--- src/sv/wsic_pkg.sv ---
// Package for the wavetable sound and IRQ counter unit.
// Holds shared widths, codes, region decodes and the divider handshake types.
// No dependencies.
package wsic_pkg;

    localparam int RamAw = 7;
    localparam int RamDepth = 1 << RamAw;
    localparam int DivNw = 10;
    localparam int DivDw = 9;

    localparam logic [3:0] UPDATE_PERIOD = 4'd15;

    localparam logic [1:0] ACT_TICK  = 2'd0;
    localparam logic [1:0] ACT_READ  = 2'd1;
    localparam logic [1:0] ACT_WRITE = 2'd2;

    localparam logic [15:0] REGION_MASK = 16'hF800;
    localparam logic [15:0] REG_RAM     = 16'h4800;
    localparam logic [15:0] REG_IRQ_LO  = 16'h5000;
    localparam logic [15:0] REG_IRQ_HI  = 16'h5800;
    localparam logic [15:0] REG_SOUND   = 16'hE000;
    localparam logic [15:0] REG_PTR     = 16'hF800;

    localparam logic [14:0] IRQ_TOP     = 15'h7FFF;
    localparam logic [6:0]  CHAN_BASE   = 7'h40;
    localparam logic [6:0]  CFG_ADDR    = 7'h7F;
    localparam logic [7:0]  LEN_MASK    = 8'hFC;

    typedef struct packed {
        logic             start;
        logic [DivNw-1:0] dividend;
        logic [DivDw-1:0] divisor;
    } t_div_req;

    typedef struct packed {
        logic             done;
        logic [DivNw-1:0] quot;
        logic [DivDw-1:0] rem;
    } t_div_rsp;

endpackage

--- src/sv/wsic_if.sv ---
// Channel interfaces for the wavetable sound and IRQ counter unit.
// Depends on nothing; valid/ready handshake with payload.
interface wsic_in_if;
    logic        valid;
    logic        ready;
    logic [1:0]  action;
    logic [15:0] address;
    logic [7:0]  write_data;
    modport source (output valid, action, address, write_data, input ready);
    modport sink   (input valid, action, address, write_data, output ready);
endinterface

interface wsic_out_if;
    logic              valid;
    logic              ready;
    logic [7:0]        read_data;
    logic              irq_pending;
    logic              audio_updated;
    logic signed [7:0] audio_level;
    logic signed [8:0] audio_delta;
    modport source (output valid, read_data, irq_pending, audio_updated, audio_level,
                    audio_delta, input ready);
    modport sink   (input valid, read_data, irq_pending, audio_updated, audio_level,
                    audio_delta, output ready);
endinterface

--- src/sv/wsic_ram.sv ---
// Generic single-port synchronous RAM, registered read data.
// No dependencies.
module wsic_ram #(
    parameter int AW = 7,
    parameter int DW = 8
) (
    input  logic          i_clk,
    input  logic          i_we,
    input  logic [AW-1:0] i_addr,
    input  logic [DW-1:0] i_wdata,
    output logic [DW-1:0] o_rdata
);
    logic [DW-1:0] r_mem [1 << AW];
    logic [DW-1:0] r_q;

    always_ff @(posedge i_clk) begin
        if (i_we) begin
            r_mem[i_addr] <= i_wdata;
        end
        r_q <= r_mem[i_addr];
    end

    assign o_rdata = r_q;
endmodule

--- src/sv/wsic_div.sv ---
// Restoring divider, one quotient bit per cycle.
// Depends on wsic_pkg.
module wsic_div (
    input  logic              i_clk,
    input  logic              i_rst_n,
    input  wsic_pkg::t_div_req i_req,
    output wsic_pkg::t_div_rsp o_rsp
);
    logic [wsic_pkg::DivNw-1:0] r_quo, n_quo;
    logic [wsic_pkg::DivDw-1:0] r_rem, n_rem, r_dsr;
    logic [3:0]                 r_cnt;
    logic                       r_busy, r_done;
    logic [wsic_pkg::DivDw:0]   w_t, w_d;

    always_comb begin
        w_t = {r_rem, r_quo[wsic_pkg::DivNw-1]};
        w_d = {1'b0, r_dsr};
        if (w_t >= w_d) begin
            n_rem = wsic_pkg::DivDw'(w_t - w_d);
            n_quo = {r_quo[wsic_pkg::DivNw-2:0], 1'b1};
        end else begin
            n_rem = w_t[wsic_pkg::DivDw-1:0];
            n_quo = {r_quo[wsic_pkg::DivNw-2:0], 1'b0};
        end
    end

    always_ff @(posedge i_clk) begin
        if (!i_rst_n) begin
            r_busy <= 1'b0;
            r_done <= 1'b0;
            r_cnt  <= '0;
        end else begin
            r_done <= 1'b0;
            if (i_req.start) begin
                r_busy <= 1'b1;
                r_cnt  <= 4'(wsic_pkg::DivNw);
                r_quo  <= i_req.dividend;
                r_dsr  <= i_req.divisor;
                r_rem  <= '0;
            end else if (r_busy) begin
                r_quo <= n_quo;
                r_rem <= n_rem;
                r_cnt <= r_cnt - 4'd1;
                if (r_cnt == 4'd1) begin
                    r_busy <= 1'b0;
                    r_done <= 1'b1;
                end
            end
        end
    end

    assign o_rsp.done = r_done;
    assign o_rsp.quot = r_quo;
    assign o_rsp.rem  = r_rem;
endmodule

--- src/sv/wavetable_sound_and_irq_counter_unit.sv ---
// Top level of the wavetable sound and IRQ counter unit.
// Depends on wsic_pkg, wsic_if, wsic_ram and wsic_div.
//
// One transaction is a CPU tick, a register read or a register write. After reset a
// clearing pass zeroes all 128 words of the wave RAM, with no transaction taken. Writes,
// ticks without a channel step and counter reads are answered straight from S_IDLE, RAM
// reads after the registered read in S_RD. A tick that steps a channel is paced by the
// single RAM port (eight fetches, a sample read, three phase write-backs) and two divider
// runs (phase modulo and channel average). One transaction is in flight at a time.
module wavetable_sound_and_irq_counter_unit (
    input  logic      i_clk,
    input  logic      i_rst_n,
    wsic_in_if.sink   i_in,
    wsic_out_if.source o_out
);
    localparam logic [3:0] S_CLR   = 4'd0;
    localparam logic [3:0] S_IDLE  = 4'd1;
    localparam logic [3:0] S_RD    = 4'd2;
    localparam logic [3:0] S_FETCH = 4'd3;
    localparam logic [3:0] S_MOD   = 4'd4;
    localparam logic [3:0] S_SMP   = 4'd5;
    localparam logic [3:0] S_WB    = 4'd6;
    localparam logic [3:0] S_SUM   = 4'd7;
    localparam logic [3:0] S_AVG   = 4'd8;

    logic [3:0]  r_state;
    logic [7:0]  r_cnt;
    logic [6:0]  r_ptr;
    logic        r_autoinc, r_irq_flag, r_off;
    logic [15:0] r_irq_cnt;
    logic [3:0]  r_tdiv;
    logic [2:0]  r_ch, r_nm1;
    logic signed [7:0] r_prev;
    logic [7:0]  r_lvl [8];
    logic [7:0]  r_b [8];
    logic [23:0] r_phase;
    logic        r_odd;
    logic        r_neg;

    logic        r_ov, r_upd;
    logic [7:0]  r_rd;
    logic signed [8:0] r_delta;

    logic        ram_we;
    logic [6:0]  ram_addr;
    logic [7:0]  ram_wd, ram_q;

    wsic_pkg::t_div_req div_req;
    wsic_pkg::t_div_rsp div_rsp;

    logic        w_acc;
    logic [15:0] w_region;
    logic [6:0]  w_base;
    logic [24:0] w_sum25;
    logic [8:0]  w_len;
    logic [7:0]  w_pos;
    logic [3:0]  w_smp;
    logic signed [4:0] w_sm8;
    logic signed [9:0] w_level;
    logic signed [10:0] w_tot;
    logic [10:0] w_mag;
    logic signed [7:0] w_avg;
    logic [3:0]  n_tdiv;
    logic [15:0] n_irq;
    logic [14:0] w_inc;

    wsic_ram #(.AW(wsic_pkg::RamAw), .DW(8)) u_ram (
        .i_clk  (i_clk),
        .i_we   (ram_we),
        .i_addr (ram_addr),
        .i_wdata(ram_wd),
        .o_rdata(ram_q)
    );

    wsic_div u_div (
        .i_clk  (i_clk),
        .i_rst_n(i_rst_n),
        .i_req  (div_req),
        .o_rsp  (div_rsp)
    );

    assign i_in.ready = (r_state == S_IDLE) && (!r_ov || o_out.ready);
    assign w_acc      = i_in.valid && i_in.ready;
    assign w_region   = i_in.address & wsic_pkg::REGION_MASK;
    assign w_base     = wsic_pkg::CHAN_BASE | {1'b0, r_ch, 3'b000};

    assign w_sum25 = 25'({r_b[5], r_b[3], r_b[1]}) + 25'({r_b[4][1:0], r_b[2], r_b[0]});
    assign w_len   = 9'd256 - 9'(r_b[4] & wsic_pkg::LEN_MASK);
    assign w_pos   = div_rsp.rem[7:0] + r_b[6];
    assign w_smp   = r_odd ? ram_q[7:4] : ram_q[3:0];
    assign w_sm8   = $signed({1'b0, w_smp}) - 5'sd8;
    assign w_level = w_sm8 * $signed({1'b0, r_b[7][3:0]});
    assign w_avg   = r_neg ? -$signed(div_rsp.quot[7:0]) : $signed(div_rsp.quot[7:0]);
    assign n_tdiv  = r_tdiv + 4'd1;
    assign w_inc   = r_irq_cnt[14:0] + 15'd1;

    always_comb begin
        w_tot = '0;
        for (int c = 0; c < 8; c++) begin
            if (3'(c) >= 3'd7 - r_nm1) begin
                w_tot = w_tot + 11'($signed(r_lvl[c]));
            end
        end
        w_mag = w_tot[10] ? 11'(-w_tot) : 11'(w_tot);
    end

    always_comb begin
        n_irq = r_irq_cnt;
        if (r_irq_cnt[15] && (r_irq_cnt[14:0] != wsic_pkg::IRQ_TOP)) begin
            n_irq = {1'b1, w_inc};
        end
    end

    always_comb begin
        ram_we   = 1'b0;
        ram_addr = r_ptr;
        ram_wd   = i_in.write_data;
        div_req  = '0;
        case (r_state)
            S_CLR: begin
                ram_we   = 1'b1;
                ram_addr = r_cnt[6:0];
                ram_wd   = '0;
            end
            S_IDLE: begin
                ram_we = w_acc && (i_in.action == wsic_pkg::ACT_WRITE)
                         && (w_region == wsic_pkg::REG_RAM);
            end
            S_FETCH: begin
                ram_addr = w_base | {4'd0, r_cnt[2:0]};
            end
            S_MOD: begin
                ram_addr = w_pos[7:1];
            end
            S_WB: begin
                ram_we = 1'b1;
                case (r_cnt[1:0])
                    2'd0: begin
                        ram_addr = w_base | 7'd5;
                        ram_wd   = r_phase[23:16];
                    end
                    2'd1: begin
                        ram_addr = w_base | 7'd3;
                        ram_wd   = r_phase[15:8];
                    end
                    default: begin
                        ram_addr = w_base | 7'd1;
                        ram_wd   = r_phase[7:0];
                    end
                endcase
            end
            S_SUM: begin
                div_req.start    = 1'b1;
                div_req.dividend = w_mag[9:0];
                div_req.divisor  = 9'(r_nm1) + 9'd1;
            end
            default: begin
            end
        endcase
        if (r_state == S_FETCH && r_cnt == 8'd8) begin
            div_req.start    = 1'b1;
            div_req.dividend = {1'b0, w_sum25[24:16]};
            div_req.divisor  = w_len;
        end
    end

    always_ff @(posedge i_clk) begin
        if (!i_rst_n) begin
            r_state    <= S_CLR;
            r_cnt      <= '0;
            r_ptr      <= '0;
            r_autoinc  <= 1'b0;
            r_irq_flag <= 1'b0;
            r_off      <= 1'b0;
            r_irq_cnt  <= '0;
            r_tdiv     <= '0;
            r_ch       <= 3'd7;
            r_nm1      <= '0;
            r_prev     <= '0;
            r_ov       <= 1'b0;
            for (int c = 0; c < 8; c++) begin
                r_lvl[c] <= '0;
            end
        end else begin
            if (r_ov && o_out.ready) begin
                r_ov <= 1'b0;
            end
            case (r_state)
                S_CLR: begin
                    r_cnt <= r_cnt + 8'd1;
                    if (r_cnt == 8'(wsic_pkg::RamDepth - 1)) begin
                        r_state <= S_IDLE;
                    end
                end
                S_IDLE: begin
                    if (w_acc) begin
                        r_rd    <= '0;
                        r_upd   <= 1'b0;
                        r_delta <= '0;
                        r_ov    <= 1'b1;
                        case (i_in.action)
                            wsic_pkg::ACT_TICK: begin
                                r_irq_cnt <= n_irq;
                                if (n_irq != r_irq_cnt && n_irq[14:0] == wsic_pkg::IRQ_TOP) begin
                                    r_irq_flag <= 1'b1;
                                end
                                if (!r_off) begin
                                    r_tdiv <= n_tdiv;
                                    if (n_tdiv == wsic_pkg::UPDATE_PERIOD) begin
                                        r_tdiv  <= '0;
                                        r_ov    <= 1'b0;
                                        r_cnt   <= '0;
                                        r_state <= S_FETCH;
                                    end
                                end
                            end
                            wsic_pkg::ACT_READ: begin
                                if (w_region == wsic_pkg::REG_RAM) begin
                                    r_ov    <= 1'b0;
                                    r_state <= S_RD;
                                    if (r_autoinc) begin
                                        r_ptr <= r_ptr + 7'd1;
                                    end
                                end else if (w_region == wsic_pkg::REG_IRQ_LO) begin
                                    r_rd <= r_irq_cnt[7:0];
                                end else if (w_region == wsic_pkg::REG_IRQ_HI) begin
                                    r_rd <= r_irq_cnt[15:8];
                                end
                            end
                            wsic_pkg::ACT_WRITE: begin
                                if (w_region == wsic_pkg::REG_RAM) begin
                                    if (r_ptr == wsic_pkg::CFG_ADDR) begin
                                        r_nm1 <= i_in.write_data[6:4];
                                    end
                                    if (r_autoinc) begin
                                        r_ptr <= r_ptr + 7'd1;
                                    end
                                end else if (w_region == wsic_pkg::REG_IRQ_LO) begin
                                    r_irq_cnt[7:0] <= i_in.write_data;
                                    r_irq_flag     <= 1'b0;
                                end else if (w_region == wsic_pkg::REG_IRQ_HI) begin
                                    r_irq_cnt[15:8] <= i_in.write_data;
                                    r_irq_flag      <= 1'b0;
                                end else if (w_region == wsic_pkg::REG_SOUND) begin
                                    r_off <= i_in.write_data[6];
                                end else if (w_region == wsic_pkg::REG_PTR) begin
                                    r_ptr     <= i_in.write_data[6:0];
                                    r_autoinc <= i_in.write_data[7];
                                end
                            end
                            default: begin
                            end
                        endcase
                    end
                end
                S_RD: begin
                    r_rd    <= ram_q;
                    r_ov    <= 1'b1;
                    r_state <= S_IDLE;
                end
                S_FETCH: begin
                    if (r_cnt != 8'd0) begin
                        r_b[r_cnt[2:0] - 3'd1] <= ram_q;
                    end
                    r_cnt <= r_cnt + 8'd1;
                    if (r_cnt == 8'd8) begin
                        r_state <= S_MOD;
                    end
                end
                S_MOD: begin
                    if (div_rsp.done) begin
                        r_phase <= {div_rsp.rem[7:0], w_sum25[15:0]};
                        r_odd   <= w_pos[0];
                        r_state <= S_SMP;
                    end
                end
                S_SMP: begin
                    r_lvl[r_ch] <= w_level[7:0];
                    r_cnt   <= '0;
                    r_state <= S_WB;
                end
                S_WB: begin
                    r_cnt <= r_cnt + 8'd1;
                    if (r_cnt == 8'd2) begin
                        r_state <= S_SUM;
                    end
                end
                S_SUM: begin
                    r_neg   <= w_tot[10];
                    r_state <= S_AVG;
                end
                S_AVG: begin
                    if (div_rsp.done) begin
                        r_delta <= 9'(w_avg) - 9'(r_prev);
                        r_prev  <= w_avg;
                        r_upd   <= 1'b1;
                        r_ov    <= 1'b1;
                        if (r_ch <= 3'd7 - r_nm1) begin
                            r_ch <= 3'd7;
                        end else begin
                            r_ch <= r_ch - 3'd1;
                        end
                        r_state <= S_IDLE;
                    end
                end
                default: begin
                    r_state <= S_IDLE;
                end
            endcase
        end
    end

    assign o_out.valid         = r_ov;
    assign o_out.read_data     = r_rd;
    assign o_out.irq_pending   = r_irq_flag;
    assign o_out.audio_updated = r_upd;
    assign o_out.audio_level   = r_prev;
    assign o_out.audio_delta   = r_delta;
endmodule
--- src/flat_wrapper.sv ---
// flat-port wrapper written by rule: the top's interface ports become plain ports
module wavetable_sound_and_irq_counter_unit_flat 
  (i_clk, i_rst_n, i_in_valid, i_in_action, i_in_address, i_in_write_data, i_in_ready, o_out_valid, o_out_read_data, o_out_irq_pending, o_out_audio_updated, o_out_audio_level, o_out_audio_delta, o_out_ready);
  wsic_in_if i_in_i ();
  wsic_out_if o_out_i ();
  input  logic i_clk;
  input  logic i_rst_n;
  input wire logic [$bits(i_in_i.valid)-1:0] i_in_valid;
  input wire logic [$bits(i_in_i.action)-1:0] i_in_action;
  input wire logic [$bits(i_in_i.address)-1:0] i_in_address;
  input wire logic [$bits(i_in_i.write_data)-1:0] i_in_write_data;
  output wire logic [$bits(i_in_i.ready)-1:0] i_in_ready;
  output wire logic [$bits(o_out_i.valid)-1:0] o_out_valid;
  output wire logic [$bits(o_out_i.read_data)-1:0] o_out_read_data;
  output wire logic [$bits(o_out_i.irq_pending)-1:0] o_out_irq_pending;
  output wire logic [$bits(o_out_i.audio_updated)-1:0] o_out_audio_updated;
  output wire logic [$bits(o_out_i.audio_level)-1:0] o_out_audio_level;
  output wire logic [$bits(o_out_i.audio_delta)-1:0] o_out_audio_delta;
  input wire logic [$bits(o_out_i.ready)-1:0] o_out_ready;
  assign i_in_i.valid = i_in_valid;
  assign i_in_i.action = i_in_action;
  assign i_in_i.address = i_in_address;
  assign i_in_i.write_data = i_in_write_data;
  assign i_in_ready = i_in_i.ready;
  assign o_out_valid = o_out_i.valid;
  assign o_out_read_data = o_out_i.read_data;
  assign o_out_irq_pending = o_out_i.irq_pending;
  assign o_out_audio_updated = o_out_i.audio_updated;
  assign o_out_audio_level = o_out_i.audio_level;
  assign o_out_audio_delta = o_out_i.audio_delta;
  assign o_out_i.ready = o_out_ready;
  wavetable_sound_and_irq_counter_unit u_core (.i_clk(i_clk), .i_rst_n(i_rst_n), .i_in(i_in_i), .o_out(o_out_i));
endmodule
--- config.mk ---
export PLATFORM = sky130hd
export DESIGN_NAME = wavetable_sound_and_irq_counter_unit_flat
export DESIGN_NICKNAME = d
export VERILOG_FILES = /design/src/sv/wsic_pkg.sv /design/src/sv/wsic_if.sv /design/src/sv/wsic_ram.sv /design/src/sv/wsic_div.sv /design/src/sv/wavetable_sound_and_irq_counter_unit.sv /design/src/flat_wrapper.sv
export SDC_FILE = /design/constraint.sdc
export NUM_CORES = 2
export LEC_CHECK = 0
export ABC_AREA = 1
export ABC_CLOCK_PERIOD_IN_PS = 15290
export BUFFER_PORTS_ARGS = -buffer_cell sky130_fd_sc_hd__buf_2
export CAP_MARGIN = 0
export CELL_PAD_IN_SITES_DETAIL_PLACEMENT = 0
export CELL_PAD_IN_SITES_GLOBAL_PLACEMENT = 2
export CORE_ASPECT_RATIO = 1.5
export CORE_MARGIN = 5
export CORE_UTILIZATION = 45
export DETAILED_ROUTE_END_ITERATION = 10
export PLACE_DENSITY_LB_ADDON = 0.1
export SYNTH_ARGS = -nofsm -noshare
export SYNTH_HDL_FRONTEND = slang
export SYNTH_SLANG_ARGS = --single-unit
--- constraint.sdc ---
create_clock -name i_clk -period 15.29 [get_ports i_clk]
set_input_delay 3.058 -clock i_clk [delete_from_list [all_inputs] [get_ports i_clk]]
set_output_delay 3.058 -clock i_clk [all_outputs]
set_load 0.1 [all_outputs]
Yosys cells after proc, flatten, opt, wreduce, memory -nomap -nowiden
Memory sizes are Yosys's and may differ from the RTL's. A register that Yosys moved wholly into a read port is not among the register bits.
Cells that the tools add are included.
{"block": "totals", "register_bits": 135, "latchBits": 0, "mem_bits_rw": 1152, "rom_bits": 0, "in_bits": 30, "output_inout_bits": 29, "elab_cells": 262, "mem_count": 3}
{"memory": "u_core.u_ram.r_mem", "words": 128, "word_bits": 8, "read_ports": 1, "rd_clocked_by_memory_dff": 1, "wr": 1, "line_no": "wsic_ram.sv:13", "rtl": "logic [DW-1:0] r_mem [1 << AW];"}
{"memory": "u_core.r_b", "words": 8, "word_bits": 8, "read_ports": 8, "rd_clocked_by_memory_dff": 0, "wr": 1, "line_no": "wavetable_sound_and_irq_counter_unit.sv:35", "rtl": "logic [7:0] r_b [8];"}
{"memory": "u_core.r_lvl", "words": 8, "word_bits": 8, "read_ports": 8, "rd_clocked_by_memory_dff": 0, "wr": 8, "line_no": "wavetable_sound_and_irq_counter_unit.sv:34", "rtl": "logic [7:0] r_lvl [8];"}
{"block": "classes", "n_addsub": 24, "n_mul": 1, "div": 0, "n_lt_le_gt_ge": 10, "eq_ne": 49, "n_shift": 0, "muxes": 99, "bitwise_logic": 8, "reduce_logical": 42}
{"op": "$mux 8", "n": 14}
{"op": "$mux 11", "n": 8}
{"op": "$add 11x8->11", "n": 7}
{"op": "$mux 4", "n": 13}
{"op": "$mux 7", "n": 7}
{"op": "$pmux 8 s2", "n": 3}
{"op": "$mux 20", "n": 2}
{"op": "$mux 9", "n": 4}
{"op": "$mux 16", "n": 2}
{"op": "$pmux 16 s2", "n": 1}
{"op": "$pmux 4 s8", "n": 1}
{"op": "$mux 10", "n": 3}
{"op": "$mux 1", "n": 28}
{"op": "$pmux 7 s4", "n": 1}
{"op": "$ne 3x3->1 const B", "n": 9}
{"op": "$add 24x18->25", "n": 1}
{"op": "$pmux 8 s3", "n": 1}
{"op": "$ne 2x2->1 const B", "n": 10}
{"op": "$pmux 9 s2", "n": 1}
{"op": "$eq 4x3->1 const B", "n": 4}
{"op": "$ne 16x16->1", "n": 1}
{"op": "$reduce_and 8->1", "n": 2}
{"op": "$add 15x1->15 const B", "n": 1}
{"op": "$eq 15x15->1 const B", "n": 1}
{"op": "other kinds (59)", "n": 108}

Logic depth before layout (Yosys ltp)
{"block": "depth", "ltp_word": 23, "depth_mapped": 60, "ltp_nobuf": 60}

Cells and area by module
Synthesis repeated with hierarchy kept, for this count alone.
{"block": "hier_totals", "hier_cells": 6674, "hier_area_um2": 62022.0}
{"module": "wsic_ram", "n_inst": 1, "cells_each": 4403, "area_per_inst_um2": 43918.4, "seq_area_each_um2": 30909.6}
{"module": "wavetable_sound_and_irq_counter_unit", "n_inst": 1, "cells_each": 2038, "area_per_inst_um2": 16166.8, "seq_area_each_um2": 6185.9}
{"module": "wsic_div", "n_inst": 1, "cells_each": 233, "area_per_inst_um2": 1936.9, "seq_area_each_um2": 960.9}

Worst setup path before layout
Ideal clock, no wire load.
{"block": "synth_path", "kind": "input port to flip-flop", "start": "input port i_in_write_data[7]", "end": "memory u_core.u_ram.r_mem[0][7], data pin", "setup_time_ns": 1.197, "arrival_ns": 8.113, "t_required_ns": 14.093, "path_slack_ns": 5.980, "cell_stages": 2, "n_path_buf": 0, "path_cell_list": "inv_1 > o21ai_0"}
{"block": "synth_via", "elab_chain_cells": 1}
{"element": "from (decl)", "line_no": "flat_wrapper.sv:11", "rtl": "input wire logic [$bits(i_in_i.write_data)-1:0] i_in_write_data;"}
{"element": "$pmux 8 s2", "line_no": "wavetable_sound_and_irq_counter_unit.sv:119", "rtl": "case (r_state)"}
{"element": "via u_core.ram_wd[7]", "line_no": "wavetable_sound_and_irq_counter_unit.sv:46", "rtl": "logic [7:0] ram_wd, ram_q;"}
{"element": "to (decl)", "line_no": "wsic_ram.sv:13"}
The timed path passes the listed nets, and every way through them passes these cells.

Final worst setup path
{"block": "layout_path", "start": "register u_core.r_nm1[1]", "end": "register u_core.u_div.r_quo[2] (netlist bit), data pin"}
{"block": "layout_via", "word_cells_on_any_way": 29, "cone_classes": "9 x add/sub; 8 x order compare; 12 x mux"}
{"element": "from (decl)", "line_no": "wavetable_sound_and_irq_counter_unit.sv:32", "rtl": "logic [2:0] r_ch, r_nm1;"}
{"element": "from (signal assigned)", "line_no": "wavetable_sound_and_irq_counter_unit.sv:233", "rtl": "r_nm1 <= i_in.write_data[6:4];"}
{"element": "$sub 3x3->3 (*)", "line_no": "wavetable_sound_and_irq_counter_unit.sv:100", "rtl": "if (3'(c) >= 3'd7 - r_nm1) begin"}
{"element": "$ge 1x3->1", "line_no": "wavetable_sound_and_irq_counter_unit.sv:100"}
{"element": "$mux 11", "line_no": "wavetable_sound_and_irq_counter_unit.sv:100"}
{"element": "$add 11x8->11", "line_no": "wavetable_sound_and_irq_counter_unit.sv:101", "rtl": "w_tot = w_tot + 11'($signed(r_lvl[c]));"}
{"element": "$mux 11", "line_no": "wavetable_sound_and_irq_counter_unit.sv:100"}
{"element": "$add 11x8->11", "line_no": "wavetable_sound_and_irq_counter_unit.sv:101"}
{"element": "$mux 11", "line_no": "wavetable_sound_and_irq_counter_unit.sv:100"}
{"element": "$add 11x8->11", "line_no": "wavetable_sound_and_irq_counter_unit.sv:101"}
{"element": "[6 not listed]"}
{"element": "$mux 11", "line_no": "wavetable_sound_and_irq_counter_unit.sv:100"}
{"element": "$add 11x8->11", "line_no": "wavetable_sound_and_irq_counter_unit.sv:101"}
{"element": "$mux 11 (*)", "line_no": "wavetable_sound_and_irq_counter_unit.sv:100"}
{"element": "via u_core.w_tot[10]", "line_no": "wavetable_sound_and_irq_counter_unit.sv:60", "rtl": "logic signed [10:0] w_tot;"}
{"element": "$mux 10 (*)", "line_no": "wavetable_sound_and_irq_counter_unit.sv:104", "rtl": "w_mag = w_tot[10] ? 11'(-w_tot) : 11'(w_tot);"}
{"element": "$mux 20 (*)", "line_no": "wavetable_sound_and_irq_counter_unit.sv:119"}
{"element": "$mux 20 (*)", "line_no": "wavetable_sound_and_irq_counter_unit.sv:160", "rtl": "if (r_state == S_FETCH && r_cnt == 8'd8) begin"}
{"element": "$mux 10 (*)", "line_no": "wsic_div.sv:34", "rtl": "if (i_req.start) begin"}
{"element": "to (signal assigned)", "line_no": "wsic_div.sv:37", "rtl": "r_quo <= i_req.dividend;"}
{"element": "to (signal assigned)", "line_no": "wsic_div.sv:41", "rtl": "r_quo <= n_quo;"}
{"element": "to (decl)", "line_no": "wsic_div.sv:9", "rtl": "logic [wsic_pkg::DivNw-1:0] r_quo, n_quo;"}
Mark *: on every way through the listed nets, which the timed path passes. The rest lies on a longest branch.
A chain may end at the register's enable or synchronous reset.

==> run_results.csv <==
group,metric,value,unit
logic_synthesis,synth_flop_cell,"edfxtp_1",
clock_tree,cts.htree.levels,4,
timing,min_period,10.62,ns
floorplan,start_util,0.452,
clock_tree,cts-root-buf,"clkbuf_16",
hold_path,hold_path.startpoint,"u_core.r_tdiv[3]",
route,wirelength,174000,um
hold_path,holdPathStages,2,
critical_path,cp_max_fo,10,
critical_path,critPathKind,"register to register",
logic_synthesis,async_reset_ff_frac,0,
critical_path,crit_arrival,11.16,ns
final_layout,drive_above_1_share,0.0573,
final_layout,areaGrowthSynthToFinish,10.5,%
route,drtAntennaViolNets,0,
clock_tree,cts_resized,0,
route,viasPerCell,5.25,
critical_path,crit_slowest_cell,"dfxtp_1",
critical_path,cp_num_buf_inv,6,
placed_design,dp_hpwl,109000,um
timing,final-max-slew-violation-count,0,
clock_tree,numClockSinks,1291,
power_and_ir_drop,p_leak,0.0266,uW
critical_path,start_kind,"register",
timing,final.setup.tns,0,ns
logic_synthesis,ys_seq_elements,1291,
logic_synthesis,syn_inst,6101,
floorplan,row_count,164,
clock_tree,cts_tree,"yes",
critical_path,r2r_cells,47,
global_route,antenna_found_initial,1,
clock_tree,cts_buffers,132,
critical_path,worstSetupEndpointType,"register",
logic_synthesis,syn_avg_cell_area,9.88,um2
route,vias,41800,
clock_tree,clk_pin_slew,0.06,ns
timing,hold_viol,0,
power_and_ir_drop,pwr_density_cell,190,nW/um2
logic_synthesis,yosysMostFrequentCell,"nand2_1",
timing,setup_viol,0,
clock_tree,insertion_delay,0.78,ns
global_route,grt_use_total,0.243,
hold_path,hold_path.class,"register to register",
critical_path,r2r-start,"u_core.r_nm1[1]",
route,routedWlPerCell,21.9,um
logic_synthesis,ys_warn_count,0,
clock_tree,clockBufferDepth,3,
run,maxCapViolCount,0,
critical_path,reg2reg_to,"u_core.u_div.r_quo[2]",
critical_path,reg2reg_slack,4.67,ns
timing,worst_slack,4.67,ns
critical_path,cp.required,15.82,ns
global_route,grt_pass1_vias,40800,
global_route,grt_overflow,0,
logic_synthesis,synth-edff-count,1220,
floorplan,coreArea,133000,um2
run_status,status,"completed",
logic_synthesis,synth_top_area_frac,0.608,
global_route,grt_pass1_wl,258000,um
floorplan,fp.dieArea,141000,um2
logic_synthesis,synth_cell_types,56,
route,dr.first_iter.drc_count,3151,
logic_synthesis,synthesis.area,60300,um2
logic_synthesis,synth_nets,6294,
final_layout,final_nets,6303,
hold_path,hold_end,"u_core.r_tdiv[3]",
power_and_ir_drop,vdd_drop_max,0.192,mV
placed_design,port_buffers,47,
placed_design,gp_congestion,0.824,
final_layout,fin_cells,7960,
floorplan,die_h,458,um
global_route,grt_max_degree,168,
logic_synthesis,synthTopCellsByArea,"edfxtp_1, nand2_1, a21oi_1",
route,drc,0,
placed_design,place_ws,4.65,ns
power_and_ir_drop,finalPower,12700,uW
clock_tree,ctsHoldBuffers,0,
timing,post-route-period-util,0.695,
timing,fmax,94.1,MHz
timing,finalClockSkew,0.0295,ns
logic_synthesis,yosysTopAreaCell,"edfxtp_1",
timing,worstMarginPinSlew,1.12,ns
clock_tree,postCtsSetupBuffers,0,
floorplan,die_w,309,um
critical_path,critPathTopFamily,"adder cells",
logic_synthesis,yosysSeqAreaShare,0.632,
critical_path,cpPeakStageDelay,0.53,ns
timing,rsz0062_at_grt,"no",
route,first_pass_iters,5,
floorplan,ioPinCount,59,
logic_synthesis,synth_common_cells,"nand2_1, edfxtp_1, nor2_1",
timing,slew_headroom,0.252,
placed_design,dpl.cell_count,7719,
tightest hold or removal path: stages (launching register included):
cell     delay (ns)
dfxtp_1        0.31
nand2_1        0.06
a21oi_1        0.05
area by class of cell:
cell class,instances,area [um2]
Antenna cell,1,2.50
Inverter,392,1490
Fill cell,12300,66600
Multi-Input combinational cell,4181,19800
Tap cell,1743,2180
Clock inverter,69,672
Timing Repair Buffer,112,773
Clock buffer,171,3660
Sequential cell,1291,38100
worst max-delay path by stage:
stage | startpoint | endpoint | slack, ns | cells after the start
after global placement | u_core.r_nm1[1] | u_core.u_div.r_quo[2] | 4.69 | 51
after CTS | u_core.r_nm1[1] | u_core.u_div.r_quo[2] | 4.59 | 47
after floorplan | i_in_write_data[7] | u_core.u_ram.r_mem[0][7] | 5.98 | 2
after detailed placement | u_core.r_nm1[1] | u_core.u_div.r_quo[2] | 4.65 | 47
after global routing | u_core.r_nm1[1] | u_core.u_div.r_quo[1] | 3.55 | 50
final | u_core.r_nm1[1] | u_core.u_div.r_quo[2] | 4.67 | 47
registers in the layout (all words and copies together) (netlist names), 9 cells and up, named ones only:
register	cells
u_core.r_phase	24
u_core.o_out.audio_delta	9
u_core.u_ram.r_mem	1024
u_core.u_div.r_dsr	9
u_core.u_div.r_rem	9
u_core.u_div.r_quo	10
u_core.r_lvl	64
u_core.r_irq_cnt	15
u_core.r_b	60
kinds of logic (layout without fill, tap and decap cells):
logic type / Yosys count / after routing / synth area share
AO/OA/AOI/OAI: 779 / 779 / 0.0700
XOR/XNOR: 111 / 111 / 0.0161
adder cells (fa/ha/maj): 164 / 164 / 0.0364
buffers and inverters: 629 / 744 / 0.0431
flip-flops: 1291 / 1291 / 0.632
other: 0 / 1 / 0
AND/OR/NAND/NOR: 3127 / 3127 / 0.203
report_power, final:
group,internal [uW],leakage (uW),switching (uW)
Combinational,1080,0.0127,3830
Sequential,4390,0.0118,93.9
Clock,1870,0.00211,1400
routing by layer:
layer  routed length (um)  vias up  track usage
li1                     -    20500            -
met2                93200      896        0.455
met3                 6700      261       0.0324
met5                    0        -            0
met4                 5350        0       0.0727
met1                68900    20200        0.291
cells in the final DEF, fill, tap and decap left out, drive strengths merged, types with 72 or more instances in the layout:
cell       n
buf      112
nand3    121
o21ai    278
ha       144
a21oi    375
nand2   2479
xor2      72
clkbuf   171
nor2     394
edfxtp  1220
inv      394
stage by stage:
stage,area (um2),util,hold slack [ns]
finish,66600,0.500,0.479
global route,66600,0.500,0.506
CTS,66600,0.500,0.482
detailed placement,62300,0.467,0.473
global placement,62300,0.467,0.466
floorplan,60300,-,0.458
Power figures use the tool's default switching activity.
